## src/rtl/core/assert_macros.svh

```systemverilog
// Assertion macros shared by the step pulse generator RTL.
// No dependencies; included by files that carry concurrent assertions.
`ifndef ASSERT_MACROS_SVH
`define ASSERT_MACROS_SVH

// same-cycle implication
`define ASSERT_IMPLIES(label, clk, rst, ante, cons, msg) \
   label: assert property (@(posedge clk) disable iff (rst) (ante) |-> (cons)) else $error(msg);

// next-cycle implication
`define ASSERT_NEXT(label, clk, rst, ante, cons, msg) \
   label: assert property (@(posedge clk) disable iff (rst) (ante) |=> (cons)) else $error(msg);

`endif

```

## src/rtl/core/tspg_pkg.sv

```systemverilog
// Package for the three-axis step pulse generator: sizes, request codes,
// reset values and the control/status structs between top and axis bank.
package tspg_pkg;

   localparam int AXES         = 3;
   localparam int PERIOD_WIDTH = 16;
   localparam int STEP_WIDTH   = 32;
   localparam int RATE_WIDTH   = 20;
   localparam int QUOT_WIDTH   = 20;
   localparam int AXIS_W       = 2;
   localparam int CNT_W        = $clog2(QUOT_WIDTH + 1);

   localparam logic [QUOT_WIDTH-1:0]   BASE_HZ       = QUOT_WIDTH'(1000000);
   localparam logic [PERIOD_WIDTH-1:0] PERIOD_RESET  = PERIOD_WIDTH'(1000 - 1);
   localparam logic [PERIOD_WIDTH-1:0] COMPARE_RESET = PERIOD_WIDTH'(500);
   localparam logic [63:0]             PERIOD_MAX    = (64'd1 << PERIOD_WIDTH) - 64'd1;

   localparam logic [2:0] REQ_TICK  = 3'd0;
   localparam logic [2:0] REQ_MOVE  = 3'd1;
   localparam logic [2:0] REQ_DIR   = 3'd2;
   localparam logic [2:0] REQ_RATE  = 3'd3;
   localparam logic [2:0] REQ_EN    = 3'd4;
   localparam logic [2:0] REQ_START = 3'd5;
   localparam logic [2:0] REQ_STOP  = 3'd6;

   typedef struct packed {
      logic                    roll;
      logic [AXES-1:0]         limits;
      logic                    load_rate;
      logic                    load_move;
      logic                    set_dir;
      logic                    set_en;
      logic [AXIS_W-1:0]       axis;
      logic                    flag;
      logic [PERIOD_WIDTH-1:0] compare;
      logic [STEP_WIDTH-1:0]   steps;
   } axis_ctl_type;

   typedef struct packed {
      logic [AXES-1:0] busy;
      logic [AXES-1:0] roll_busy;
      logic [AXES-1:0] forward;
      logic [AXES-1:0] dir;
      logic [AXES-1:0] enable;
      logic [AXES-1:0] step;
   } axis_stat_type;

endpackage

```

## src/rtl/core/tspg_div.sv

```systemverilog
// Shared bit-serial restoring divider: base frequency / rate, one quotient
// bit per cycle. Depends on tspg_pkg.
module tspg_div (
   input  logic                            clock,
   input  logic                            reset,
   input  logic                            start,
   input  logic [tspg_pkg::RATE_WIDTH-1:0] divisor,
   output logic                            done,
   output logic [tspg_pkg::QUOT_WIDTH-1:0] quotient
);

   logic [tspg_pkg::CNT_W-1:0]      cnt_ff, cnt_in;
   logic                            done_ff, done_in;
   logic [tspg_pkg::RATE_WIDTH-1:0] div_ff, div_in;
   logic [tspg_pkg::RATE_WIDTH-1:0] rem_ff, rem_in;
   logic [tspg_pkg::QUOT_WIDTH-1:0] quo_ff, quo_in;
   logic [tspg_pkg::RATE_WIDTH:0]   shifted;
   logic [tspg_pkg::RATE_WIDTH:0]   diff;

   always_comb begin
      cnt_in  = cnt_ff;
      done_in = 1'b0;
      div_in  = div_ff;
      rem_in  = rem_ff;
      quo_in  = quo_ff;
      shifted = {rem_ff, quo_ff[tspg_pkg::QUOT_WIDTH-1]};
      diff    = shifted - {1'b0, div_ff};
      if (start) begin
         cnt_in = tspg_pkg::CNT_W'(tspg_pkg::QUOT_WIDTH);
         div_in = divisor;
         rem_in = '0;
         quo_in = tspg_pkg::BASE_HZ;
      end else if (cnt_ff != '0) begin
         cnt_in  = cnt_ff - 1'b1;
         done_in = (cnt_ff == tspg_pkg::CNT_W'(1));
         if (!diff[tspg_pkg::RATE_WIDTH]) begin
            rem_in = diff[tspg_pkg::RATE_WIDTH-1:0];
            quo_in = {quo_ff[tspg_pkg::QUOT_WIDTH-2:0], 1'b1};
         end else begin
            rem_in = shifted[tspg_pkg::RATE_WIDTH-1:0];
            quo_in = {quo_ff[tspg_pkg::QUOT_WIDTH-2:0], 1'b0};
         end
      end
   end

   always_ff @(posedge clock) begin
      if (reset) begin
         cnt_ff  <= '0;
         done_ff <= 1'b0;
      end else begin
         cnt_ff  <= cnt_in;
         done_ff <= done_in;
      end
      div_ff <= div_in;
      rem_ff <= rem_in;
      quo_ff <= quo_in;
   end

   assign done     = done_ff;
   assign quotient = quo_ff;

endmodule

```

## src/rtl/core/tspg_axes.sv

```systemverilog
// Per-axis state bank: step counts, compare levels, direction, enable and
// rollover step logic. Depends on tspg_pkg.
module tspg_axes (
   input  logic                              clock,
   input  logic                              reset,
   input  tspg_pkg::axis_ctl_type            ctl,
   input  logic [tspg_pkg::PERIOD_WIDTH-1:0] tick_count,
   output tspg_pkg::axis_stat_type           stat
);

   logic [tspg_pkg::PERIOD_WIDTH-1:0] compare_ff [tspg_pkg::AXES];
   logic [tspg_pkg::PERIOD_WIDTH-1:0] compare_in [tspg_pkg::AXES];
   logic [tspg_pkg::STEP_WIDTH-1:0]   steps_ff   [tspg_pkg::AXES];
   logic [tspg_pkg::STEP_WIDTH-1:0]   steps_in   [tspg_pkg::AXES];
   logic [tspg_pkg::STEP_WIDTH-1:0]   steps_dec  [tspg_pkg::AXES];
   logic [tspg_pkg::AXES-1:0]         chan_ff, chan_in;
   logic [tspg_pkg::AXES-1:0]         busy_ff, busy_in;
   logic [tspg_pkg::AXES-1:0]         fwd_ff, fwd_in;
   logic [tspg_pkg::AXES-1:0]         dir_ff, dir_in;
   logic [tspg_pkg::AXES-1:0]         en_ff, en_in;
   logic [tspg_pkg::AXES-1:0]         sel;

   always_comb begin
      chan_in = chan_ff;
      busy_in = busy_ff;
      fwd_in  = fwd_ff;
      dir_in  = dir_ff;
      en_in   = en_ff;
      for (int i = 0; i < tspg_pkg::AXES; i++) begin
         sel[i]        = (ctl.axis == tspg_pkg::AXIS_W'(i));
         compare_in[i] = compare_ff[i];
         steps_in[i]   = steps_ff[i];
         steps_dec[i]  = steps_ff[i] - 1'b1;
         if (ctl.roll && steps_ff[i] != '0) begin
            if (ctl.limits[i] && !fwd_ff[i]) begin
               steps_in[i] = '0;
               busy_in[i]  = 1'b0;
               chan_in[i]  = 1'b0;
            end else begin
               steps_in[i] = steps_dec[i];
               if (steps_dec[i] == '0) begin
                  busy_in[i] = 1'b0;
                  chan_in[i] = 1'b0;
               end
            end
         end
         if (ctl.load_rate && sel[i]) begin
            compare_in[i] = ctl.compare;
         end
         if (ctl.load_move && sel[i]) begin
            steps_in[i] = ctl.steps;
            busy_in[i]  = 1'b1;
            chan_in[i]  = 1'b1;
         end
         if (ctl.set_dir && sel[i]) begin
            fwd_in[i] = ctl.flag;
            dir_in[i] = ctl.flag;
         end
         if (ctl.set_en && sel[i]) begin
            en_in[i] = !ctl.flag;
         end
      end
   end

   always_ff @(posedge clock) begin
      if (reset) begin
         chan_ff <= '1;
         busy_ff <= '0;
         fwd_ff  <= '1;
         dir_ff  <= '0;
         en_ff   <= '1;
         for (int i = 0; i < tspg_pkg::AXES; i++) begin
            compare_ff[i] <= tspg_pkg::COMPARE_RESET;
            steps_ff[i]   <= '0;
         end
      end else begin
         chan_ff <= chan_in;
         busy_ff <= busy_in;
         fwd_ff  <= fwd_in;
         dir_ff  <= dir_in;
         en_ff   <= en_in;
         for (int i = 0; i < tspg_pkg::AXES; i++) begin
            compare_ff[i] <= compare_in[i];
            steps_ff[i]   <= steps_in[i];
         end
      end
   end

   always_comb begin
      stat.busy      = busy_ff;
      stat.roll_busy = busy_in;
      stat.forward   = fwd_ff;
      stat.dir       = dir_ff;
      stat.enable    = en_ff;
      for (int i = 0; i < tspg_pkg::AXES; i++) begin
         stat.step[i] = chan_ff[i] && (tick_count < compare_ff[i]);
      end
   end

endmodule

```

## src/rtl/core/three_axis_step_pulse_generator_top.sv

```systemverilog
// Three-axis step pulse generator: shared period counter, sequencer and
// response word. Depends on tspg_pkg, tspg_div, tspg_axes, assert_macros.svh.
//
// Each request word yields exactly one response word carrying the pin levels
// and busy state after the request acts. Ticks, set direction, driver enable,
// start, stop, and moves or rate writes that need no divide are answered
// without the divider. A move or set rate with a nonzero rate runs
// 1000000 / rate on the shared bit-serial divider (20 quotient bits, one per
// cycle), and req_stall is high meanwhile. A response the sink stalls holds
// off the next request word.
`include "assert_macros.svh"

module three_axis_step_pulse_generator_top (
   input  logic                                clock,
   input  logic                                reset,
   input  logic                                req_valid,
   output logic                                req_stall,
   input  logic [2:0]                          req_type,
   input  logic [tspg_pkg::AXIS_W-1:0]         req_axis,
   input  logic [tspg_pkg::STEP_WIDTH-1:0]     req_step_count,
   input  logic [tspg_pkg::RATE_WIDTH-1:0]     req_rate_hz,
   input  logic                                req_flag_value,
   input  logic [tspg_pkg::AXES-1:0]           req_limit_neg,
   output logic                                rsp_valid,
   input  logic                                rsp_stall,
   output logic [tspg_pkg::AXES-1:0]           rsp_step_levels,
   output logic [tspg_pkg::AXES-1:0]           rsp_dir_levels,
   output logic [tspg_pkg::AXES-1:0]           rsp_enable_pins,
   output logic [tspg_pkg::AXES-1:0]           rsp_moving_axes,
   output logic                                rsp_counter_running
);

   typedef enum logic [1:0] {
      ST_IDLE   = 2'b01,
      ST_DIVIDE = 2'b10
   } state_type;

   state_type                         state_ff, state_in;
   logic                              rsp_valid_ff, rsp_valid_in;
   logic [tspg_pkg::PERIOD_WIDTH-1:0] tick_ff, tick_in;
   logic [tspg_pkg::PERIOD_WIDTH-1:0] reload_ff, reload_in;
   logic                              run_ff, run_in;
   logic                              pend_move_ff, pend_move_in;
   logic [tspg_pkg::AXIS_W-1:0]       pend_axis_ff, pend_axis_in;
   logic [tspg_pkg::STEP_WIDTH-1:0]   pend_steps_ff, pend_steps_in;

   tspg_pkg::axis_ctl_type            ctl;
   tspg_pkg::axis_stat_type           stat;

   logic                              accept;
   logic                              axis_ok;
   logic                              limit_hit;
   logic                              need_div;
   logic [tspg_pkg::AXES-1:0]         axis_hot;
   logic                              div_done;
   logic [tspg_pkg::QUOT_WIDTH-1:0]   quotient;
   logic [tspg_pkg::QUOT_WIDTH-1:0]   quot_fix;
   logic [tspg_pkg::QUOT_WIDTH-1:0]   quot_m1;
   logic [tspg_pkg::PERIOD_WIDTH-1:0] new_reload;
   logic [tspg_pkg::PERIOD_WIDTH:0]   reload_p1;

   assign req_stall = (state_ff != ST_IDLE) || (rsp_valid_ff && rsp_stall);
   assign accept    = req_valid && !req_stall;
   assign axis_ok   = (req_axis < tspg_pkg::AXIS_W'(tspg_pkg::AXES));
   assign axis_hot  = tspg_pkg::AXES'(1) << req_axis;
   assign limit_hit = |(axis_hot & req_limit_neg & ~stat.forward);

   always_comb begin
      need_div = 1'b0;
      case (req_type)
         tspg_pkg::REQ_MOVE: need_div = axis_ok && req_step_count != '0
                                        && req_rate_hz != '0 && !limit_hit;
         tspg_pkg::REQ_RATE: need_div = axis_ok && req_rate_hz != '0;
         default:            need_div = 1'b0;
      endcase
   end

   tspg_div u_div (
      .clock    (clock),
      .reset    (reset),
      .start    (accept && need_div),
      .divisor  (req_rate_hz),
      .done     (div_done),
      .quotient (quotient)
   );

   always_comb begin
      quot_fix = (quotient == '0) ? tspg_pkg::QUOT_WIDTH'(1) : quotient;
      quot_m1  = quot_fix - 1'b1;
      if (64'(quot_m1) > tspg_pkg::PERIOD_MAX) begin
         new_reload = tspg_pkg::PERIOD_WIDTH'(tspg_pkg::PERIOD_MAX);
      end else begin
         new_reload = tspg_pkg::PERIOD_WIDTH'(quot_m1);
      end
      reload_p1 = {1'b0, new_reload} + 1'b1;
   end

   always_comb begin
      state_in      = state_ff;
      rsp_valid_in  = rsp_valid_ff && rsp_stall;
      tick_in       = tick_ff;
      reload_in     = reload_ff;
      run_in        = run_ff;
      pend_move_in  = pend_move_ff;
      pend_axis_in  = pend_axis_ff;
      pend_steps_in = pend_steps_ff;

      ctl           = '0;
      ctl.limits    = req_limit_neg;
      ctl.axis      = (state_ff == ST_DIVIDE) ? pend_axis_ff : req_axis;
      ctl.flag      = req_flag_value;
      ctl.compare   = reload_p1[tspg_pkg::PERIOD_WIDTH:1];
      ctl.steps     = pend_steps_ff;

      case (state_ff)
         ST_IDLE: begin
            if (accept) begin
               if (need_div) begin
                  state_in      = ST_DIVIDE;
                  pend_move_in  = (req_type == tspg_pkg::REQ_MOVE);
                  pend_axis_in  = req_axis;
                  pend_steps_in = req_step_count;
               end else begin
                  rsp_valid_in = 1'b1;
                  case (req_type)
                     tspg_pkg::REQ_TICK: begin
                        if (run_ff) begin
                           if (tick_ff >= reload_ff) begin
                              tick_in  = '0;
                              ctl.roll = 1'b1;
                              run_in   = |stat.roll_busy;
                           end else begin
                              tick_in = tick_ff + 1'b1;
                           end
                        end
                     end
                     tspg_pkg::REQ_RATE: begin
                        if (axis_ok) begin
                           run_in = 1'b0;
                        end
                     end
                     tspg_pkg::REQ_DIR:   ctl.set_dir = axis_ok;
                     tspg_pkg::REQ_EN:    ctl.set_en  = axis_ok;
                     tspg_pkg::REQ_START: run_in      = 1'b1;
                     tspg_pkg::REQ_STOP:  run_in      = 1'b0;
                     default:             ;
                  endcase
               end
            end
         end
         ST_DIVIDE: begin
            if (div_done) begin
               state_in      = ST_IDLE;
               rsp_valid_in  = 1'b1;
               reload_in     = new_reload;
               tick_in       = '0;
               ctl.load_rate = 1'b1;
               ctl.load_move = pend_move_ff;
               if (pend_move_ff) begin
                  run_in = 1'b1;
               end
            end
         end
         default: state_in = ST_IDLE;
      endcase
   end

   always_ff @(posedge clock) begin
      if (reset) begin
         state_ff     <= ST_IDLE;
         rsp_valid_ff <= 1'b0;
         tick_ff      <= '0;
         reload_ff    <= tspg_pkg::PERIOD_RESET;
         run_ff       <= 1'b0;
      end else begin
         state_ff     <= state_in;
         rsp_valid_ff <= rsp_valid_in;
         tick_ff      <= tick_in;
         reload_ff    <= reload_in;
         run_ff       <= run_in;
      end
      pend_move_ff  <= pend_move_in;
      pend_axis_ff  <= pend_axis_in;
      pend_steps_ff <= pend_steps_in;
   end

   tspg_axes u_axes (
      .clock      (clock),
      .reset      (reset),
      .ctl        (ctl),
      .tick_count (tick_ff),
      .stat       (stat)
   );

   assign rsp_valid           = rsp_valid_ff;
   assign rsp_step_levels     = stat.step;
   assign rsp_dir_levels      = stat.dir;
   assign rsp_enable_pins     = stat.enable;
   assign rsp_moving_axes     = stat.busy;
   assign rsp_counter_running = run_ff;

   // counter never passes its reload; reload only changes with the counter at zero
   `ASSERT_IMPLIES(a_tick_in_range, clock, reset, 1'b1, tick_ff <= reload_ff, "tick past reload")
   `ASSERT_IMPLIES(a_done_in_divide, clock, reset, div_done, state_ff == ST_DIVIDE, "stray divide done")
   `ASSERT_IMPLIES(a_no_rsp_in_divide, clock, reset, state_ff == ST_DIVIDE, !rsp_valid_ff, "word pending during divide")
   `ASSERT_NEXT(a_div_starts, clock, reset, accept && need_div, state_ff == ST_DIVIDE && !div_done, "divide not entered")

endmodule

```

## config.mk

```make
export PLATFORM = sky130hd
export DESIGN_NAME = three_axis_step_pulse_generator_top
export DESIGN_NICKNAME = d
export VERILOG_FILES = /design/src/rtl/core/tspg_pkg.sv /design/src/rtl/core/tspg_div.sv /design/src/rtl/core/tspg_axes.sv /design/src/rtl/core/three_axis_step_pulse_generator_top.sv
export VERILOG_INCLUDE_DIRS = /design/src /design/src/rtl/core
export SDC_FILE = /design/constraint.sdc
export NUM_CORES = 1
export LEC_CHECK = 0
export BUFFER_PORTS_ARGS = -buffer_cell sky130_fd_sc_hd__buf_2
export CAP_MARGIN = 10
export CELL_PAD_IN_SITES_DETAIL_PLACEMENT = 1
export CELL_PAD_IN_SITES_GLOBAL_PLACEMENT = 1
export CORE_MARGIN = 4
export CORE_UTILIZATION = 40
export CTS_BUF_LIST = sky130_fd_sc_hd__clkbuf_16
export DETAILED_ROUTE_END_ITERATION = 8
export GPL_TIMING_DRIVEN = 0
export PLACE_DENSITY = 0.71
export SLEW_MARGIN = 20
export SYNTH_ARGS = -nofsm -noshare
export SYNTH_HDL_FRONTEND = slang
export SYNTH_SLANG_ARGS = --single-unit
```

## constraint.sdc

```tcl
create_clock -name clock -period 13.8 [get_ports clock]
set_input_delay 2.76 -clock clock [delete_from_list [all_inputs] [get_ports clock]]
set_output_delay 2.76 -clock clock [all_outputs]
set_load 0.01 [all_outputs]
```

==> impl_metrics.csv <==
group,metric,value,unit
global_route,grt_pass1_vias,18100,
drt,drc,0,
finish,final_common_cell,"nor2_1",
critical_path,crit_path_max_incr_delay,640,ps
drt,wl_per_cell,23.0,um
synthesis,synth_enable_flop_cells,55,
power_and_ir_drop,power.switching,1.11,mW
clocking,clk_latency,560,ps
power_and_ir_drop,p_sw_frac,0.364,
sta,final_hold_viol_count,0,
sta,maxSlewViolCount,0,
power_and_ir_drop,clockPowerShare,0.325,
floorplan,die_h,220,um
clocking,cts_max_path_buffers,3,
critical_path,critPathSlowestCell,"a21boi_0",
finish,finalNetCount,2535,
critical_path,crit_required,11040,ps
sta,worst_pin_slew,1190,ps
power_and_ir_drop,ir_drop,0.141,mV
critical_path,critPathMostFrequentCell,"buf_2",
clocking,cts_buffers,37,
floorplan,row_count,77,
sta,period_needed,6530,ps
flow_run,maxCapViolCount,0,
critical_path,critPathLaunchType,"input pin",
clocking,h-tree-depth,2,
finish,mostFrequentLayoutCells,"nor2_1, dfxtp_1, nand2_1, o21ai_0, a21oi_1",
synthesis,syn_area_per_cell,7.99,um^2
synthesis,syn-num-nets,2416,
floorplan,dieArea,0.0485,mm^2
critical_path,criticalPathCategory,"input pin to primary output",
sta,slew_headroom,0.203,
power_and_ir_drop,p_seq_frac,0.341,
critical_path,cp.arrival,3770,ps
clocking,clock-sinks,296,
sta,whs,454,ps
finish,area_growth,13.4,%
global_route,antenna_found_initial,7,
drt,first_pass_iters,5,
sta,period_share,0.473,
clocking,cts_tree,"built",
drt,ant_nets,0,
sta,setup_violations,0,
synthesis,syn_inst,2253,
synthesis,ys_seq_area_frac,0.360,
critical_path,cp_cell_sequence,"buf_2 -> a21boi_0 -> inv_1 -> buf_2",
clocking,holdBufCountCts,0,
placement,dpl.hpwl,51.4,mm
clocking,root_buffer,"clkbuf_16",
sta,timing.final.ws_setup,7270,ps
sta,skew,22.8,ps
critical_path,rrSetupSlack,8140,ps
synthesis,synthDistinctLibCells,93,
critical_path,crit_path_max_fanout,4,
clocking,post_cts_buffers,0,
run_status,status,"finished clean",
critical_path,worstSetupEndpointType,"primary output",
global_route,gr-total-overflow,0,
min_path,hold_class,"flop to flop",
floorplan,core,0.0443,mm^2
clocking,ctsResizeCount,0,
finish,layout-drive-gt1-share,0.0876,
power_and_ir_drop,leakage,8.01,nW
global_route,grt_first_pass_wirelength,106,mm
synthesis,synth_flop_cell,"dfxtp_1",
drt,vias,18000,
sta,tns,0,ps
floorplan,ioPinCount,80,
drt,totalWireLength,68.8,mm
floorplan,start_util,0.406,
synthesis,async_reset_ff_frac,0,
power_and_ir_drop,cellPowerDensity,149,mW/mm^2
power_and_ir_drop,p_comb_frac,0.334,
power_and_ir_drop,finalPower,3.03,mW
floorplan,fp.dieW,220,um
synthesis,syn_area,0.0180,mm^2
global_route,grtUsageTotal,0.280,
placement,pre_cts_ws,7020,ps
drt,drt-initial-drc-count,1314,
synthesis,ys_warn_count,0,
drt,via_per_inst,6.01,
sta,max_freq,153,MHz
clocking,clkSlewWorstSetupHoldPaths,60,ps
sta,rsz0062_at_grt,"no",
power_and_ir_drop,intPower,1.93,mW
global_route,grt_max_degree,36,
finish,nFillCells,5408,
synthesis,ys_ff_latch,296,
placement,io_buffer_count,77,
placement,place_congestion,0.956,
[per-stage QoR]
stage,utilization,instance area (um^2),cells
after floorplan,-,18000,2253
after global placement,0.432,19100,2922
after detailed placement,0.433,19200,2925
after CTS,0.460,20400,2990
after global routing,0.461,20400,2993
final,0.461,20400,2995
[state kept, by name, indices dropped and copies added, names as in the netlist, 3 cells and up]
signal,cells
pend_steps_ff,32
reload_ff,16
tick_ff,16
u_axes.busy_ff,3
u_axes.chan_ff,3
u_axes.compare_ff,48
u_axes.dir_ff,3
u_axes.en_ff,3
u_axes.fwd_ff,3
u_axes.steps_ff,96
u_div.cnt_ff,5
u_div.div_ff,20
u_div.quotient,20
u_div.rem_ff,20
[logic make-up (layout without fill, tap and decap cells)]
logic type,count (synthesis),count (layout),synth area share
flip-flops,296,296,0.360
other,0,5,0
multiplexers,25,25,0.0141
AO/OA/AOI/OAI,602,602,0.218
adder cells (fa/ha/maj),98,98,0.0685
XOR/XNOR,62,62,0.0302
buffers and inverters,269,414,0.0620
AND/OR/NAND/NOR,901,901,0.247
[power groups by stage]
stage	Sequential [mW]	Clock, mW	Combinational [mW]
finish	1.03	0.985	1.01
global placement	1.04	0	0.966
detailed placement	1.05	0	1.01
global route	1.05	1.04	1.13
floorplan	1.02	0	0.758
CTS	1.03	1.00	1.02
[layer usage]
layer / wire length [um] / track usage / part of all wire / up-vias
li1: - / - / - / 8469
met1: 30800 / 0.379 / 0.45 / 8871
met2: 31300 / 0.457 / 0.45 / 531
met3: 4680 / 0.0515 / 0.068 / 115
met4: 1950 / 0.0867 / 0.028 / 8
met5: 57 / 0 / 0.00083 / -
[worst max-delay path: cells and delay by family]
kind | cells | cell delay, ps
AO/OA/AOI/OAI | 1 | 640
buffers and inverters | 3 | 360
[area by class of cell]
type / count / area (um^2) / share of cell area
Clock buffer: 40 / 1000 / 0.0490
Tap cell: 592 / 741 / 0.0363
Buffer: 152 / 678 / 0.0332
Multi-Input combinational cell: 1688 / 10500 / 0.512
Inverter: 117 / 439 / 0.0215
Timing Repair Buffer: 80 / 405 / 0.0199
Antenna cell: 5 / 12.5 / 0.000613
Sequential cell: 296 / 6480 / 0.317
Clock inverter: 25 / 206 / 0.0101
[Yosys cell counts (all sizes together) (55+ instances only)]
cell type / instances / area, um^2
nor2: 269 / 1020
nand3: 56 / 280
dfxtp: 241 / 4820
nand2: 211 / 792
inv: 116 / 435
nor3: 106 / 542
clkbuf: 127 / 488
a211oi: 59 / 470
o21ai: 176 / 881
ha: 97 / 1210
a21oi: 130 / 651
edfxtp: 55 / 1650
nor4: 55 / 365
[worst paths after layout]
check,from,end,cells after the start
setup / recovery,rsp_stall,req_stall,4
hold / removal,u_axes.compare_ff[0][17]$_SDFFE_PP0P_,u_axes.compare_ff[0][17]$_SDFFE_PP0P_,2
setup reg to reg,u_div.quotient[6]$_SDFFE_PP1P_,u_axes.compare_ff[0][39]$_SDFFE_PP1P_,18
hold reg to reg,u_axes.compare_ff[0][17]$_SDFFE_PP0P_,u_axes.compare_ff[0][17]$_SDFFE_PP0P_,2
(Power assumes the default switching activity.)
